==> config.mk <==
export PLATFORM = sky130hd
export DESIGN_NAME = block_buffer_cache_tags_top_flat
export DESIGN_NICKNAME = d
export VERILOG_FILES = /design/src/hw/rtl/bbct_pkg.sv /design/src/hw/rtl/bbct_ifs.sv /design/src/hw/rtl/bbct_ctrl.sv /design/src/hw/rtl/bbct_dpath.sv /design/src/hw/rtl/block_buffer_cache_tags_top.sv /design/src/flat_wrapper.sv
export SDC_FILE = /design/constraint.sdc
export NUM_CORES = 2
export LEC_CHECK = 0
export BUFFER_PORTS_ARGS = -buffer_cell sky130_fd_sc_hd__buf_2
export CAP_MARGIN = 10
export CORE_MARGIN = 4
export CORE_UTILIZATION = 55
export DETAILED_ROUTE_END_ITERATION = 6
export PLACE_DENSITY = 0.68
export SLEW_MARGIN = 20
export SYNTH_ARGS = -nofsm -noshare
export SYNTH_HDL_FRONTEND = slang
export SYNTH_SLANG_ARGS = --single-unit
==> constraint.sdc <==
create_clock -name i_clk -period 6.24 [get_ports i_clk]
set_input_delay 1.248 -clock i_clk [delete_from_list [all_inputs] [get_ports i_clk]]
set_output_delay 1.248 -clock i_clk [all_outputs]
set_load 0.1 [all_outputs]
==> src/hw/rtl/bbct_pkg.sv <==
`timescale 1ns / 1ps
`default_nettype none

package bbct_pkg;

    localparam int BUFFERS_DEF = 32;

    localparam int OPCODE_W = 2;
    localparam int DEVICE_W = 16;
    localparam int SECTOR_W = 32;
    localparam int SLOT_W   = 5;
    localparam int STATUS_W = 2;
    localparam int TAG_W    = DEVICE_W + SECTOR_W;

    typedef enum logic [OPCODE_W-1:0] {
        OP_ACQUIRE = 2'd0,
        OP_FILL    = 2'd1,
        OP_RELEASE = 2'd2,
        OP_NOP     = 2'd3
    } t_opcode;

    typedef enum logic [STATUS_W-1:0] {
        ST_DONE    = 2'd0,
        ST_WAIT    = 2'd1,
        ST_NOBUF   = 2'd2,
        ST_NOTBUSY = 2'd3
    } t_status;

    typedef struct packed {
        t_status             status;
        logic [SLOT_W-1:0]   granted_slot;
        logic                needs_fill;
    } t_rsp;

    // controller to datapath
    typedef struct packed {
        logic load;
        logic issue;
        logic commit;
    } t_cmd;

    // datapath to controller
    typedef struct packed {
        logic rd_last;
        logic out_free;
    } t_sts;

endpackage

`default_nettype wire

==> src/hw/rtl/bbct_ifs.sv <==
`timescale 1ns / 1ps
`default_nettype none

interface bbct_req_if
    import bbct_pkg::*;
();
    logic                valid;
    logic                ready;
    logic [OPCODE_W-1:0] opcode;
    logic [DEVICE_W-1:0] device;
    logic [SECTOR_W-1:0] sector;
    logic [SLOT_W-1:0]   slot;

    modport source (output valid, output opcode, output device, output sector,
                    output slot, input ready);
    modport sink   (input valid, input opcode, input device, input sector,
                    input slot, output ready);
endinterface

interface bbct_rsp_if
    import bbct_pkg::*;
();
    logic                valid;
    logic                ready;
    logic [STATUS_W-1:0] status;
    logic [SLOT_W-1:0]   granted_slot;
    logic                needs_fill;

    modport source (output valid, output status, output granted_slot,
                    output needs_fill, input ready);
    modport sink   (input valid, input status, input granted_slot,
                    input needs_fill, output ready);
endinterface

`default_nettype wire

==> src/hw/rtl/bbct_ctrl.sv <==
`timescale 1ns / 1ps
`default_nettype none

module bbct_ctrl
    import bbct_pkg::*;
(
    input  wire logic i_clk,
    input  wire logic i_rst_n,
    input  wire logic i_in_valid,
    output logic      o_in_ready,
    output t_cmd      o_cmd,
    input  wire t_sts i_sts
);

    typedef enum logic [3:0] {
        S_IDLE   = 4'b0001,
        S_SCAN   = 4'b0010,
        S_DRAIN  = 4'b0100,
        S_COMMIT = 4'b1000
    } t_state;

    t_state r_state;
    t_state n_state;

    always_comb begin
        n_state      = r_state;
        o_cmd        = '0;
        o_in_ready   = 1'b0;
        unique case (r_state)
            S_IDLE: begin
                // no word is taken while reset is held
                o_in_ready = i_rst_n;
                if (i_rst_n && i_in_valid) begin
                    o_cmd.load = 1'b1;
                    n_state    = S_SCAN;
                end
            end
            S_SCAN: begin
                o_cmd.issue = 1'b1;
                if (i_sts.rd_last) begin
                    n_state = S_DRAIN;
                end
            end
            // last tag compare lands here
            S_DRAIN: begin
                n_state = S_COMMIT;
            end
            S_COMMIT: begin
                if (i_sts.out_free) begin
                    o_cmd.commit = 1'b1;
                    n_state      = S_IDLE;
                end
            end
            default: begin
                n_state = S_IDLE;
            end
        endcase
    end

    always_ff @(posedge i_clk) begin
        if (!i_rst_n) begin
            r_state <= S_IDLE;
        end else begin
            r_state <= n_state;
        end
    end

`ifndef SYNTHESIS
    a_load_starts_scan: assert property (@(posedge i_clk) disable iff (!i_rst_n)
        o_cmd.load |=> (r_state == S_SCAN))
        else $error("load did not start a scan");

    a_scan_ends: assert property (@(posedge i_clk) disable iff (!i_rst_n)
        (r_state == S_SCAN && i_sts.rd_last) |=> (r_state == S_DRAIN))
        else $error("scan did not stop after the last entry");

    a_commit_once: assert property (@(posedge i_clk) disable iff (!i_rst_n)
        o_cmd.commit |=> (!o_cmd.commit && r_state == S_IDLE))
        else $error("commit not followed by idle");
`endif

endmodule

`default_nettype wire

==> src/hw/rtl/bbct_dpath.sv <==
`timescale 1ns / 1ps
`default_nettype none

module bbct_dpath
    import bbct_pkg::*;
#(
    parameter int BUFFERS = BUFFERS_DEF
) (
    input  wire logic                i_clk,
    input  wire logic                i_rst_n,
    input  wire t_cmd                i_cmd,
    output t_sts                     o_sts,
    input  wire logic [OPCODE_W-1:0] i_opcode,
    input  wire logic [DEVICE_W-1:0] i_device,
    input  wire logic [SECTOR_W-1:0] i_sector,
    input  wire logic [SLOT_W-1:0]   i_slot,
    output logic                     o_out_valid,
    input  wire logic                i_out_ready,
    output t_rsp                     o_rsp
);

    localparam int IDX_W = (BUFFERS > 1) ? $clog2(BUFFERS) : 1;

    // latched request
    t_opcode             r_op;
    logic [DEVICE_W-1:0] r_dev;
    logic [SECTOR_W-1:0] r_sec;
    logic [SLOT_W-1:0]   r_slot;

    // tag store and per-entry marks
    logic [TAG_W-1:0]    r_tag_mem [BUFFERS];
    logic [BUFFERS-1:0]  r_tag_vld;
    logic [BUFFERS-1:0]  r_busy;
    logic [BUFFERS-1:0]  r_full;
    logic [BUFFERS-1:0]  n_tag_vld;
    logic [BUFFERS-1:0]  n_busy;
    logic [BUFFERS-1:0]  n_full;

    // scan
    logic [IDX_W-1:0]    r_rd_idx;
    logic [IDX_W-1:0]    r_cmp_idx;
    logic                r_cmp_en;
    logic [TAG_W-1:0]    r_rd_data;
    logic                r_rd_tv;
    logic                r_hit_found;
    logic [IDX_W-1:0]    r_hit_idx;
    logic                r_spare_found;
    logic [IDX_W-1:0]    r_spare_idx;

    logic                r_out_vld;
    t_rsp                r_out;

    logic [TAG_W-1:0]    w_key;
    logic                w_match;
    logic [IDX_W-1:0]    w_slot_idx;
    logic                w_slot_ok;
    logic                w_we;
    t_rsp                w_res;

    assign w_key      = {r_dev, r_sec};
    // an entry never written still carries the all-zero reset tag
    assign w_match    = r_rd_tv ? (r_rd_data == w_key) : (w_key == '0);
    assign w_slot_idx = IDX_W'(r_slot);
    assign w_slot_ok  = (int'(r_slot) < BUFFERS);

    assign o_sts.rd_last  = (r_rd_idx == IDX_W'(BUFFERS - 1));
    assign o_sts.out_free = !r_out_vld || i_out_ready;
    assign o_out_valid    = r_out_vld;
    assign o_rsp          = r_out;

    always_comb begin
        n_tag_vld = r_tag_vld;
        n_busy    = r_busy;
        n_full    = r_full;
        w_we      = 1'b0;
        w_res     = '{status: ST_DONE, granted_slot: '0, needs_fill: 1'b0};
        if (i_cmd.commit) begin
            unique case (r_op)
                OP_ACQUIRE: begin
                    if (r_hit_found) begin
                        if (r_busy[r_hit_idx]) begin
                            w_res.status = ST_WAIT;
                        end else begin
                            n_busy[r_hit_idx]  = 1'b1;
                            w_res.granted_slot = SLOT_W'(r_hit_idx);
                            w_res.needs_fill   = !r_full[r_hit_idx];
                        end
                    end else if (!r_spare_found) begin
                        w_res.status = ST_NOBUF;
                    end else begin
                        w_we                   = 1'b1;
                        n_tag_vld[r_spare_idx] = 1'b1;
                        n_busy[r_spare_idx]    = 1'b1;
                        n_full[r_spare_idx]    = 1'b0;
                        w_res.granted_slot     = SLOT_W'(r_spare_idx);
                        w_res.needs_fill       = 1'b1;
                    end
                end
                OP_FILL: begin
                    if (w_slot_ok) begin
                        n_full[w_slot_idx] = 1'b1;
                    end else begin
                        w_res.status = ST_NOTBUSY;
                    end
                end
                OP_RELEASE: begin
                    if (w_slot_ok && r_busy[w_slot_idx]) begin
                        n_busy[w_slot_idx] = 1'b0;
                    end else begin
                        w_res.status = ST_NOTBUSY;
                    end
                end
                OP_NOP: begin
                    w_res.status = ST_DONE;
                end
                default: begin
                    w_res.status = ST_DONE;
                end
            endcase
        end
    end

    // tag memory: one write port, one registered read port
    always_ff @(posedge i_clk) begin
        if (w_we) begin
            r_tag_mem[r_spare_idx] <= w_key;
        end
    end

    always_ff @(posedge i_clk) begin
        if (i_cmd.issue) begin
            r_rd_data <= r_tag_mem[r_rd_idx];
            r_rd_tv   <= r_tag_vld[r_rd_idx];
            r_cmp_idx <= r_rd_idx;
        end
    end

    // payload registers, scan index, hit and spare indices, result register
    always_ff @(posedge i_clk) begin
        if (i_cmd.load) begin
            r_op   <= t_opcode'(i_opcode);
            r_dev  <= i_device;
            r_sec  <= i_sector;
            r_slot <= i_slot;
        end
        if (i_cmd.load) begin
            r_rd_idx <= '0;
        end else if (i_cmd.issue) begin
            r_rd_idx <= r_rd_idx + 1'b1;
        end
        if (r_cmp_en && !r_hit_found && w_match) begin
            r_hit_idx <= r_cmp_idx;
        end
        if (r_cmp_en && !r_spare_found && !r_busy[r_cmp_idx]) begin
            r_spare_idx <= r_cmp_idx;
        end
        if (i_cmd.commit) begin
            r_out <= w_res;
        end
    end

    always_ff @(posedge i_clk) begin
        if (!i_rst_n) begin
            r_tag_vld     <= '0;
            r_busy        <= '0;
            r_full        <= '0;
            r_cmp_en      <= 1'b0;
            r_hit_found   <= 1'b0;
            r_spare_found <= 1'b0;
            r_out_vld     <= 1'b0;
        end else begin
            r_tag_vld <= n_tag_vld;
            r_busy    <= n_busy;
            r_full    <= n_full;
            r_cmp_en  <= i_cmd.issue;
            if (i_cmd.load) begin
                r_hit_found   <= 1'b0;
                r_spare_found <= 1'b0;
            end else if (r_cmp_en) begin
                // lowest matching and lowest free entries win
                r_hit_found   <= r_hit_found || w_match;
                r_spare_found <= r_spare_found || !r_busy[r_cmp_idx];
            end
            if (i_cmd.commit) begin
                r_out_vld <= 1'b1;
            end else if (i_out_ready) begin
                r_out_vld <= 1'b0;
            end
        end
    end

`ifndef SYNTHESIS
    a_marks_only_on_commit: assert property (@(posedge i_clk) disable iff (!i_rst_n)
        !i_cmd.commit |=> (r_busy == $past(r_busy) && r_full == $past(r_full)))
        else $error("busy or full mark changed outside a commit");

    a_grant_is_busy: assert property (@(posedge i_clk) disable iff (!i_rst_n)
        (i_cmd.commit && r_op == OP_ACQUIRE && w_res.status == ST_DONE)
            |=> r_busy[$past(r_hit_found) ? $past(r_hit_idx) : $past(r_spare_idx)])
        else $error("granted entry not marked busy");

    a_commit_fills_output: assert property (@(posedge i_clk) disable iff (!i_rst_n)
        i_cmd.commit |=> r_out_vld)
        else $error("result register not loaded on commit");
`endif

endmodule

`default_nettype wire

==> src/hw/rtl/block_buffer_cache_tags_top.sv <==
// block buffer cache tag table
// request channel i_req carries opcode, device, sector and slot; acquire looks up
// (device, sector), mark filled sets an entry's full mark, release clears busy
// response channel o_rsp carries one word per request: status, granted_slot and
// needs_fill
// each request walks the whole tag memory, one entry per cycle through its single
// read port, to find the lowest matching entry and the lowest free one together
// the request word is latched, the scan reads every entry, a drain state lets the last
// compare land, and the commit state writes the response register once it is free;
// the next request is taken only after that commit, when the block is idle again
// a finished response sits in an output register, so a new request is taken
// while it waits; if the receiver stalls long enough that a second response is
// ready, the block holds it and takes no further request until the first leaves
// reset is synchronous and active low; it empties the table at once (every entry
// reads as device 0, sector 0, not busy, not full) and drops any pending word
`timescale 1ns / 1ps
`default_nettype none

module block_buffer_cache_tags_top
    import bbct_pkg::*;
#(
    parameter int BUFFERS = BUFFERS_DEF
) (
    input  wire logic  i_clk,
    input  wire logic  i_rst_n,
    bbct_req_if.sink   i_req,
    bbct_rsp_if.source o_rsp
);

    t_cmd w_cmd;
    t_sts w_sts;
    t_rsp w_rsp;

    bbct_ctrl u_ctrl (
        .i_clk      (i_clk),
        .i_rst_n    (i_rst_n),
        .i_in_valid (i_req.valid),
        .o_in_ready (i_req.ready),
        .o_cmd      (w_cmd),
        .i_sts      (w_sts)
    );

    bbct_dpath #(
        .BUFFERS (BUFFERS)
    ) u_dpath (
        .i_clk       (i_clk),
        .i_rst_n     (i_rst_n),
        .i_cmd       (w_cmd),
        .o_sts       (w_sts),
        .i_opcode    (i_req.opcode),
        .i_device    (i_req.device),
        .i_sector    (i_req.sector),
        .i_slot      (i_req.slot),
        .o_out_valid (o_rsp.valid),
        .i_out_ready (o_rsp.ready),
        .o_rsp       (w_rsp)
    );

    assign o_rsp.status       = w_rsp.status;
    assign o_rsp.granted_slot = w_rsp.granted_slot;
    assign o_rsp.needs_fill   = w_rsp.needs_fill;

endmodule

`default_nettype wire

==> src/flat_wrapper.sv <==
// flat-port wrapper written by rule: the top's interface ports become plain ports
module block_buffer_cache_tags_top_flat import bbct_pkg::*;
#(
    parameter int BUFFERS = BUFFERS_DEF
)
  (i_clk, i_rst_n, i_req_valid, i_req_opcode, i_req_device, i_req_sector, i_req_slot, i_req_ready, o_rsp_valid, o_rsp_status, o_rsp_granted_slot, o_rsp_needs_fill, o_rsp_ready);
  bbct_req_if i_req_i ();
  bbct_rsp_if o_rsp_i ();
  input  wire logic i_clk;
  input  wire logic i_rst_n;
  input wire logic [$bits(i_req_i.valid)-1:0] i_req_valid;
  input wire logic [$bits(i_req_i.opcode)-1:0] i_req_opcode;
  input wire logic [$bits(i_req_i.device)-1:0] i_req_device;
  input wire logic [$bits(i_req_i.sector)-1:0] i_req_sector;
  input wire logic [$bits(i_req_i.slot)-1:0] i_req_slot;
  output wire logic [$bits(i_req_i.ready)-1:0] i_req_ready;
  output wire logic [$bits(o_rsp_i.valid)-1:0] o_rsp_valid;
  output wire logic [$bits(o_rsp_i.status)-1:0] o_rsp_status;
  output wire logic [$bits(o_rsp_i.granted_slot)-1:0] o_rsp_granted_slot;
  output wire logic [$bits(o_rsp_i.needs_fill)-1:0] o_rsp_needs_fill;
  input wire logic [$bits(o_rsp_i.ready)-1:0] o_rsp_ready;
  assign i_req_i.valid = i_req_valid;
  assign i_req_i.opcode = i_req_opcode;
  assign i_req_i.device = i_req_device;
  assign i_req_i.sector = i_req_sector;
  assign i_req_i.slot = i_req_slot;
  assign i_req_ready = i_req_i.ready;
  assign o_rsp_valid = o_rsp_i.valid;
  assign o_rsp_status = o_rsp_i.status;
  assign o_rsp_granted_slot = o_rsp_i.granted_slot;
  assign o_rsp_needs_fill = o_rsp_i.needs_fill;
  assign o_rsp_i.ready = o_rsp_ready;
  block_buffer_cache_tags_top #(.BUFFERS(BUFFERS)) u_core (.i_clk(i_clk), .i_rst_n(i_rst_n), .i_req(i_req_i), .o_rsp(o_rsp_i));
endmodule
[Word level (Yosys, flattened, before mapping)]
Memory sizes are Yosys's and may differ from the RTL's. A register that Yosys moved wholly into a read port is not among the register bits.
Index checks and enable logic that the tools add are counted.
Storage, ports and cells
  register bits after elaboration: 188
  output and inout port bits: 10
  logic and storage cells: 134
  bits in writable memories: 1536
  memories kept: 1
Memory list
  u_core.u_dpath.r_tag_mem: depth 32, width 48, rd ports 1, clocked after memory_dff 1, wr ports 1, line bbct_dpath.sv:31  | logic [TAG_W-1:0] r_tag_mem [BUFFERS];
Operators by class
  reductions and logical operators: 27
  mux-type cells: 50
  add/sub/neg operators: 1
  order comparisons: 8
  bitwise operators: 10
  equal/unequal tests: 17
Operators by type and width (count)
  $mux W32: 6
  $or A32 B32 Y32: 4
  $pmux W32 S2: 2
  $and A32 B32 Y32: 2
  $not A32 Y32: 2
  $eq A48 B48 Y1: 1
  $logic_not A48 Y1: 1
  $lt A5 B6 Y1 const B: 5
  $bmux W1 S5: 5
  $mux W1: 24
  $pmux W4 S4: 1
  $demux W1 S5: 3
  $ge A5 B1 Y1 const B: 3
  $mux W4: 3
  $mux W6: 2
  $ne A2 B2 Y1 const B: 6
  $logic_and A1 B1 Y1: 8
  $mux W8: 1
  $reduce_and A4 Y1: 2
  $ne A3 B3 Y1 const B: 2
  $pmux W2 S3: 1
  $reduce_bool A2 Y1: 3
  $add A5 B1 Y5 const B: 1
  $eq A5 B5 Y1 const B: 1
  14 further kinds: 24

[Depth between registers and ports, before layout]
  depth in word-level cells: 9
  gate-level depth with buffers: 10
  gate-level depth less buffers: 6

[By module]
Synthesis repeated with hierarchy kept, for this count alone.
Second synthesis, totals
  cell total of the unflattened synthesis: 3111
  area total of the unflattened synthesis: 68836.0 sq um
By module, submodules not included
  bbct_dpath: area an instance 68564.5 sq um, times used 1, sequential area each 52039.9 sq um, cells an instance 3083
  bbct_ctrl: area an instance 271.5 sq um, times used 1, sequential area each 80.1 sq um, cells an instance 28

[Worst setup path before layout]
Ideal clock, no wire load.
  path type: register -> register
  from: register u_core.u_ctrl.r_state[0]
  to: register u_core.u_dpath.r_rd_idx[3]
  setup slack: 709 ps
  buffers on the path: 0
  period minus slack after synthesis: 5531 ps
  setup time: 246 ps
  data arrival time: 5285 ps
  stages on the path, launching flop included: 6
  data required time: 5994 ps
  path through: dfxtp_1 > nand2b_1 > nor3_1 > nand4_1 > xor2_1 > nor2_1
RTL lines
  start, declared: line bbct_ctrl.sv:22  | t_state r_state;
  start signal, assigned: line bbct_ctrl.sv:64  | r_state <= n_state;
  end signal, assigned: line bbct_dpath.sv:149  | r_rd_idx <= r_rd_idx + 1'b1;
  end, declared: line bbct_dpath.sv:40  | logic [IDX_W-1:0] r_rd_idx;

[Final worst setup path]
  from: register u_core.u_dpath.r_hit_found
  to: memory u_core.u_dpath.r_tag_mem[27][9] (netlist name) (enable)
Between the ends
  word-level cells in the longest chain between the ends: 5
RTL lines
  start, declared: line bbct_dpath.sv:45  | logic r_hit_found;
  start signal, assigned: line bbct_dpath.sv:181  | r_hit_found <= r_hit_found || w_match;
  $mux W1: line bbct_dpath.sv:80  | if (r_hit_found) begin
  $mux W1: line bbct_dpath.sv:78  | unique case (r_op)
  $mux W1: line bbct_dpath.sv:77  | if (i_cmd.commit) begin
  $mux W1: line bbct_dpath.sv:125  | if (w_we) begin
  $mux W1 (not written as such): line bbct_dpath.sv:126  | r_tag_mem[r_spare_idx] <= w_key;
  end, declared: line bbct_dpath.sv:31
Every way passes these cells.

==> results.rst <==
.. list-table::
   :header-rows: 1

   * - Metric
     - Value
   * - Total congestion overflow
     - 0
   * - RSZ-0062 raised after global routing
     - no
   * - Number of gates resized after CTS
     - 0
   * - Maximum fanout encountered on the critical timing path
     - 49
   * - Proportion of netlist area held by the largest area contributor
     - 0.727
   * - Most frequent cells after synthesis
     - 1663 x sky130_fd_sc_hd__edfxtp_1, 514 x sky130_fd_sc_hd__mux4_2, 109 x sky130_fd_sc_hd__dfxtp_1, 96 x sky130_fd_sc_hd__clkbuf_1
   * - Endpoint class of the critical path
     - register
   * - Clock Sinks
     - 1772
   * - Most instantiated library cell after synthesis
     - sky130_fd_sc_hd__edfxtp_1
   * - Fillers
     - 8304
   * - Final weighted congestion in routability-driven placement
     - 0.908
   * - Number of register bits inferred by synthesis
     - 1772
   * - Number of non-filler instances in the completed layout
     - 5049
   * - Layout Nets
     - 3323
   * - Accumulated negative setup slack
     - 0 ns
   * - Number of clock buffers inserted by TritonCTS
     - 176
   * - Rel. slew slack
     - 0.199
   * - Result of the run
     - finished, final reports clean
   * - Remaining number of nets flagged by the antenna check after routing
     - 0
   * - Area growth, synth to finish
     - 12.7%
   * - Class of the most critical hold timing path
     - register to register
   * - Sort of element at the start of the critical path
     - register
   * - Clock latency of the later-clocked register in the worst-skew pair
     - 0.80 ns
   * - Pin slew with the least headroom to its limit
     - 1.20 ns
   * - Maximum clock path buffer count
     - 3
   * - Number of instances in the placed design
     - 4721
   * - Area contributors post-synth
     - sky130_fd_sc_hd__edfxtp_1 73%, sky130_fd_sc_hd__mux4_2 17%, sky130_fd_sc_hd__dfxtp_1 3.2%, sky130_fd_sc_hd__mux2_2 0.97%, sky130_fd_sc_hd__clkbuf_1 0.52%
   * - Total wire length
     - 161000 um
   * - Async SR Flop Fraction
     - 0
   * - Area of all sequential standard cells
     - 52100 um^2
   * - Vias per cell
     - 6.50
   * - Non-Filler Cell Area, Final
     - 77400 um^2
   * - Proportion of layout cells with a drive suffix above 1
     - 0.312
   * - Leakage power figure
     - 23.4 nW
   * - Number of hold buffers added after CTS
     - 0
   * - Number of antenna violations at the first check in global routing
     - 1
   * - Port-buffer cells
     - 68
   * - Routed vias
     - 32800
   * - Power Dens Cells
     - 331 nW/um^2
   * - Pins over their slew limit
     - 0
   * - Cell Rows
     - 129
   * - Cell at the slowest stage of the critical path
     - sky130_fd_sc_hd__buf_4
   * - Drt pass-1 iters
     - 6
   * - First-pass GRT wire length
     - 236000 um
   * - Sequential cell area fraction in the yosys report
     - 0.759
   * - CTS tree
     - built
   * - HPWL reported at the end of detailed placement
     - 90600 um
   * - Combined global-route utilization of all metal layers
     - 0.250
   * - Time the final worst path needs with I/O delays and setup
     - 3.89 ns
   * - Setup Fix Bufs, Post-CTS
     - 0
   * - Clock edge transition at the registers on the reported setup and hold paths
     - 0.06 ns
   * - Share of the core filled with cells
     - 0.625
   * - Mean post-synth cell area
     - 22.3 um^2
   * - Drt initial violations
     - 4003
   * - Vias in the first global route
     - 33700
   * - Drt wl/cell
     - 31.9 um
   * - Initial Utilization
     - 0.554
   * - DR DRC count
     - 0
   * - Syn Std Cell Area
     - 68700 um^2
   * - Final hold violation count
     - 0
   * - Max-cap check violation count
     - 0
   * - Clock Skews
     - 0.0234 ns
   * - Gate Count Post-Synth
     - 3079
   * - Die footprint
     - 131000 um^2
   * - Worst EP required
     - 6.64 ns
   * - Path type of the worst setup path
     - register to register
   * - Clock Tree Root
     - sky130_fd_sc_hd__clkbuf_16
   * - Most used flip-flop cell after synthesis
     - sky130_fd_sc_hd__edfxtp_1
   * - Placeable Area
     - 124000 um^2
   * - Crit path DAT
     - 4.29 ns
   * - Die Y
     - 361 um
   * - Achievable frequency
     - 257 MHz
   * - Count of unique library cells instantiated by Yosys
     - 59
   * - Ratio of final minimum period to clock period
     - 0.623
   * - Footprint of the multi-input gates
     - 16000 um^2
   * - Area leader, netlist
     - sky130_fd_sc_hd__edfxtp_1
   * - Maximum vdd ir drop
     - 306 uV
   * - Delay contributed by the slowest stage of the critical path
     - 0.80 ns
   * - Maximum level of the CTS H-tree
     - 4
   * - Final setup violating endpoints
     - 0
   * - Count of buffering cells on the critical path with inverters included
     - 3
   * - Cell-by-cell listing of the critical path
     - inv_1 > and3_1 > and3_1 > nand3_1 > buf_4 > nor2_4 > buf_4
   * - Syn Nets
     - 3140
   * - Count of pins on the block boundary
     - 69
   * - Horiz. Die Dim
     - 361 um
   * - Number of warning messages in the yosys log
     - 0
   * - Largest delay share family, worst path
     - simple AND/OR/NAND/NOR gates
   * - Number of enable flip-flop cells after synthesis
     - 1663
   * - Final Total Pwr
     - 25.7 mW
   * - Placed inst area
     - 71700 um^2
   * - Largest net degree at the start of global routing
     - 121
==> area by class of cell <==
cell class,instances,area share
Clock buffer,238,0.0623
Multi-Input combinational cell,1116,0.207
Tap cell,1637,0.0265
Inverter,10,0.000485
Antenna cell,2,0.0000646
Sequential cell,1772,0.673
Clock inverter,88,0.0119
Timing Repair Buffer,186,0.0187
==> layer usage <==
metal / GRT usage / wire, um / part of all wire / vias to the layer above
met3: 0.0582 / 14500 / 0.090 / 272
met2: 0.399 / 79200 / 0.49 / 1671
met4: 0.0687 / 4130 / 0.026 / 0
met1: 0.353 / 63100 / 0.39 / 17400
li1: - / - / - / 13500
met5: 0 / 0 / 0 / -
==> sequential cells by signal, summed over array words and instances (netlist names) <==
| register | flops |
|---|---|
| u_core.u_dpath.r_spare_found | 1 |
| u_core.u_dpath.o_out_valid | 1 |
| u_core.u_dpath.r_tag_vld | 32 |
| u_core.u_dpath.r_rd_data | 48 |
| u_core.u_dpath.r_hit_idx | 5 |
| u_core.u_dpath.r_full | 32 |
| u_core.u_dpath.o_rsp | 8 |
| u_core.u_dpath.r_dev | 16 |
| u_core.u_dpath.r_spare_idx | 5 |
| u_core.u_dpath.r_tag_mem | 1536 |
| u_core.u_dpath.r_rd_tv | 1 |
| u_core.u_dpath.r_slot | 5 |
| u_core.u_dpath.r_busy | 32 |
| u_core.u_dpath.r_cmp_idx | 5 |
| u_core.u_dpath.r_sec | 32 |
| u_core.u_dpath.r_op | 2 |
| u_core.u_dpath.r_cmp_en | 1 |
| u_core.u_dpath.r_hit_found | 1 |
| u_core.u_dpath.r_rd_idx | 5 |
| u_core.u_ctrl.r_state | 4 |
==> logic make-up (layout without fill, tap and decap cells) <==
group	after synthesis	count (layout)	share of synthesized area
AOI/OAI and AO/OA	239	239	0.0239
xor gates and xnor gates	47	47	0.00599
adders and majority gates	2	2	0.000364
buffers and inverters	191	522	0.0126
DFF	1772	1772	0.759
muxes	585	585	0.180
other	0	2	0
and+or+nand+nor	243	243	0.0187
==> final timing paths <==
kind	slack, ns	endpoint	from	cells past startpoint
hold / removal	0.46	u_core.u_dpath.r_tag_vld[27]$_SDFFE_PN0P_	u_core.u_dpath.r_tag_vld[27]$_SDFFE_PN0P_	1
setup reg to reg	2.35	u_core.u_dpath.r_tag_mem[27][9]$_DFFE_PP_	u_core.u_dpath.r_hit_found$_SDFFE_PP0P_	7
setup / recovery	2.35	u_core.u_dpath.r_tag_mem[27][9]$_DFFE_PP_	u_core.u_dpath.r_hit_found$_SDFFE_PP0P_	7
hold reg to reg	0.46	u_core.u_dpath.r_tag_vld[27]$_SDFFE_PN0P_	u_core.u_dpath.r_tag_vld[27]$_SDFFE_PN0P_	1
==> per-stage QoR <==
step | hold slack [ns] | setup slack (ns)
after detailed placement | 0.449 | 1.94
final | 0.464 | 2.35
after CTS | 0.463 | 2.35
after floorplan | 0.406 | 0.709
after global routing | 0.472 | 2.24
after global placement | 0.441 | 2.01
==> power breakdown <==
part | total (mW) | switching (mW) | internal [mW] | leakage (nW)
logic | 2.09 | 1.03 | 1.06 | 4.72
clock network | 10.5 | 4.38 | 6.09 | 2.80
registers | 13.1 | 0.0759 | 13.0 | 15.9
total | 25.7 | 5.48 | 20.2 | 23.4
==> cell usage in the layout (no fill, tap or decap), types with 12 or more instances in the layout <==
cell                        count
sky130_fd_sc_hd__dfxtp_1      104
sky130_fd_sc_hd__buf_2         68
sky130_fd_sc_hd__xor2_1        25
sky130_fd_sc_hd__a21boi_0      32
sky130_fd_sc_hd__nand2_1       45
sky130_fd_sc_hd__o21ai_0       40
sky130_fd_sc_hd__mux4_2       514
sky130_fd_sc_hd__xnor2_1       22
sky130_fd_sc_hd__a22oi_1       38
sky130_fd_sc_hd__edfxtp_1    1663
sky130_fd_sc_hd__nor2_4        33
sky130_fd_sc_hd__buf_12        18
sky130_fd_sc_hd__nor4_1        20
sky130_fd_sc_hd__o21a_1        33
sky130_fd_sc_hd__clkbuf_1      49
sky130_fd_sc_hd__buf_4        100
sky130_fd_sc_hd__o211ai_1      33
sky130_fd_sc_hd__nand3_1       41
sky130_fd_sc_hd__o21ai_1       30
sky130_fd_sc_hd__bufinv_16     16
sky130_fd_sc_hd__clkinv_1      30
sky130_fd_sc_hd__mux2_2        59
sky130_fd_sc_hd__clkbuf_16    181
sky130_fd_sc_hd__clkinv_2      24
sky130_fd_sc_hd__mux2i_1       12
sky130_fd_sc_hd__nor2_1        26
No activity file was read; power rests on OpenSTA's default activity.
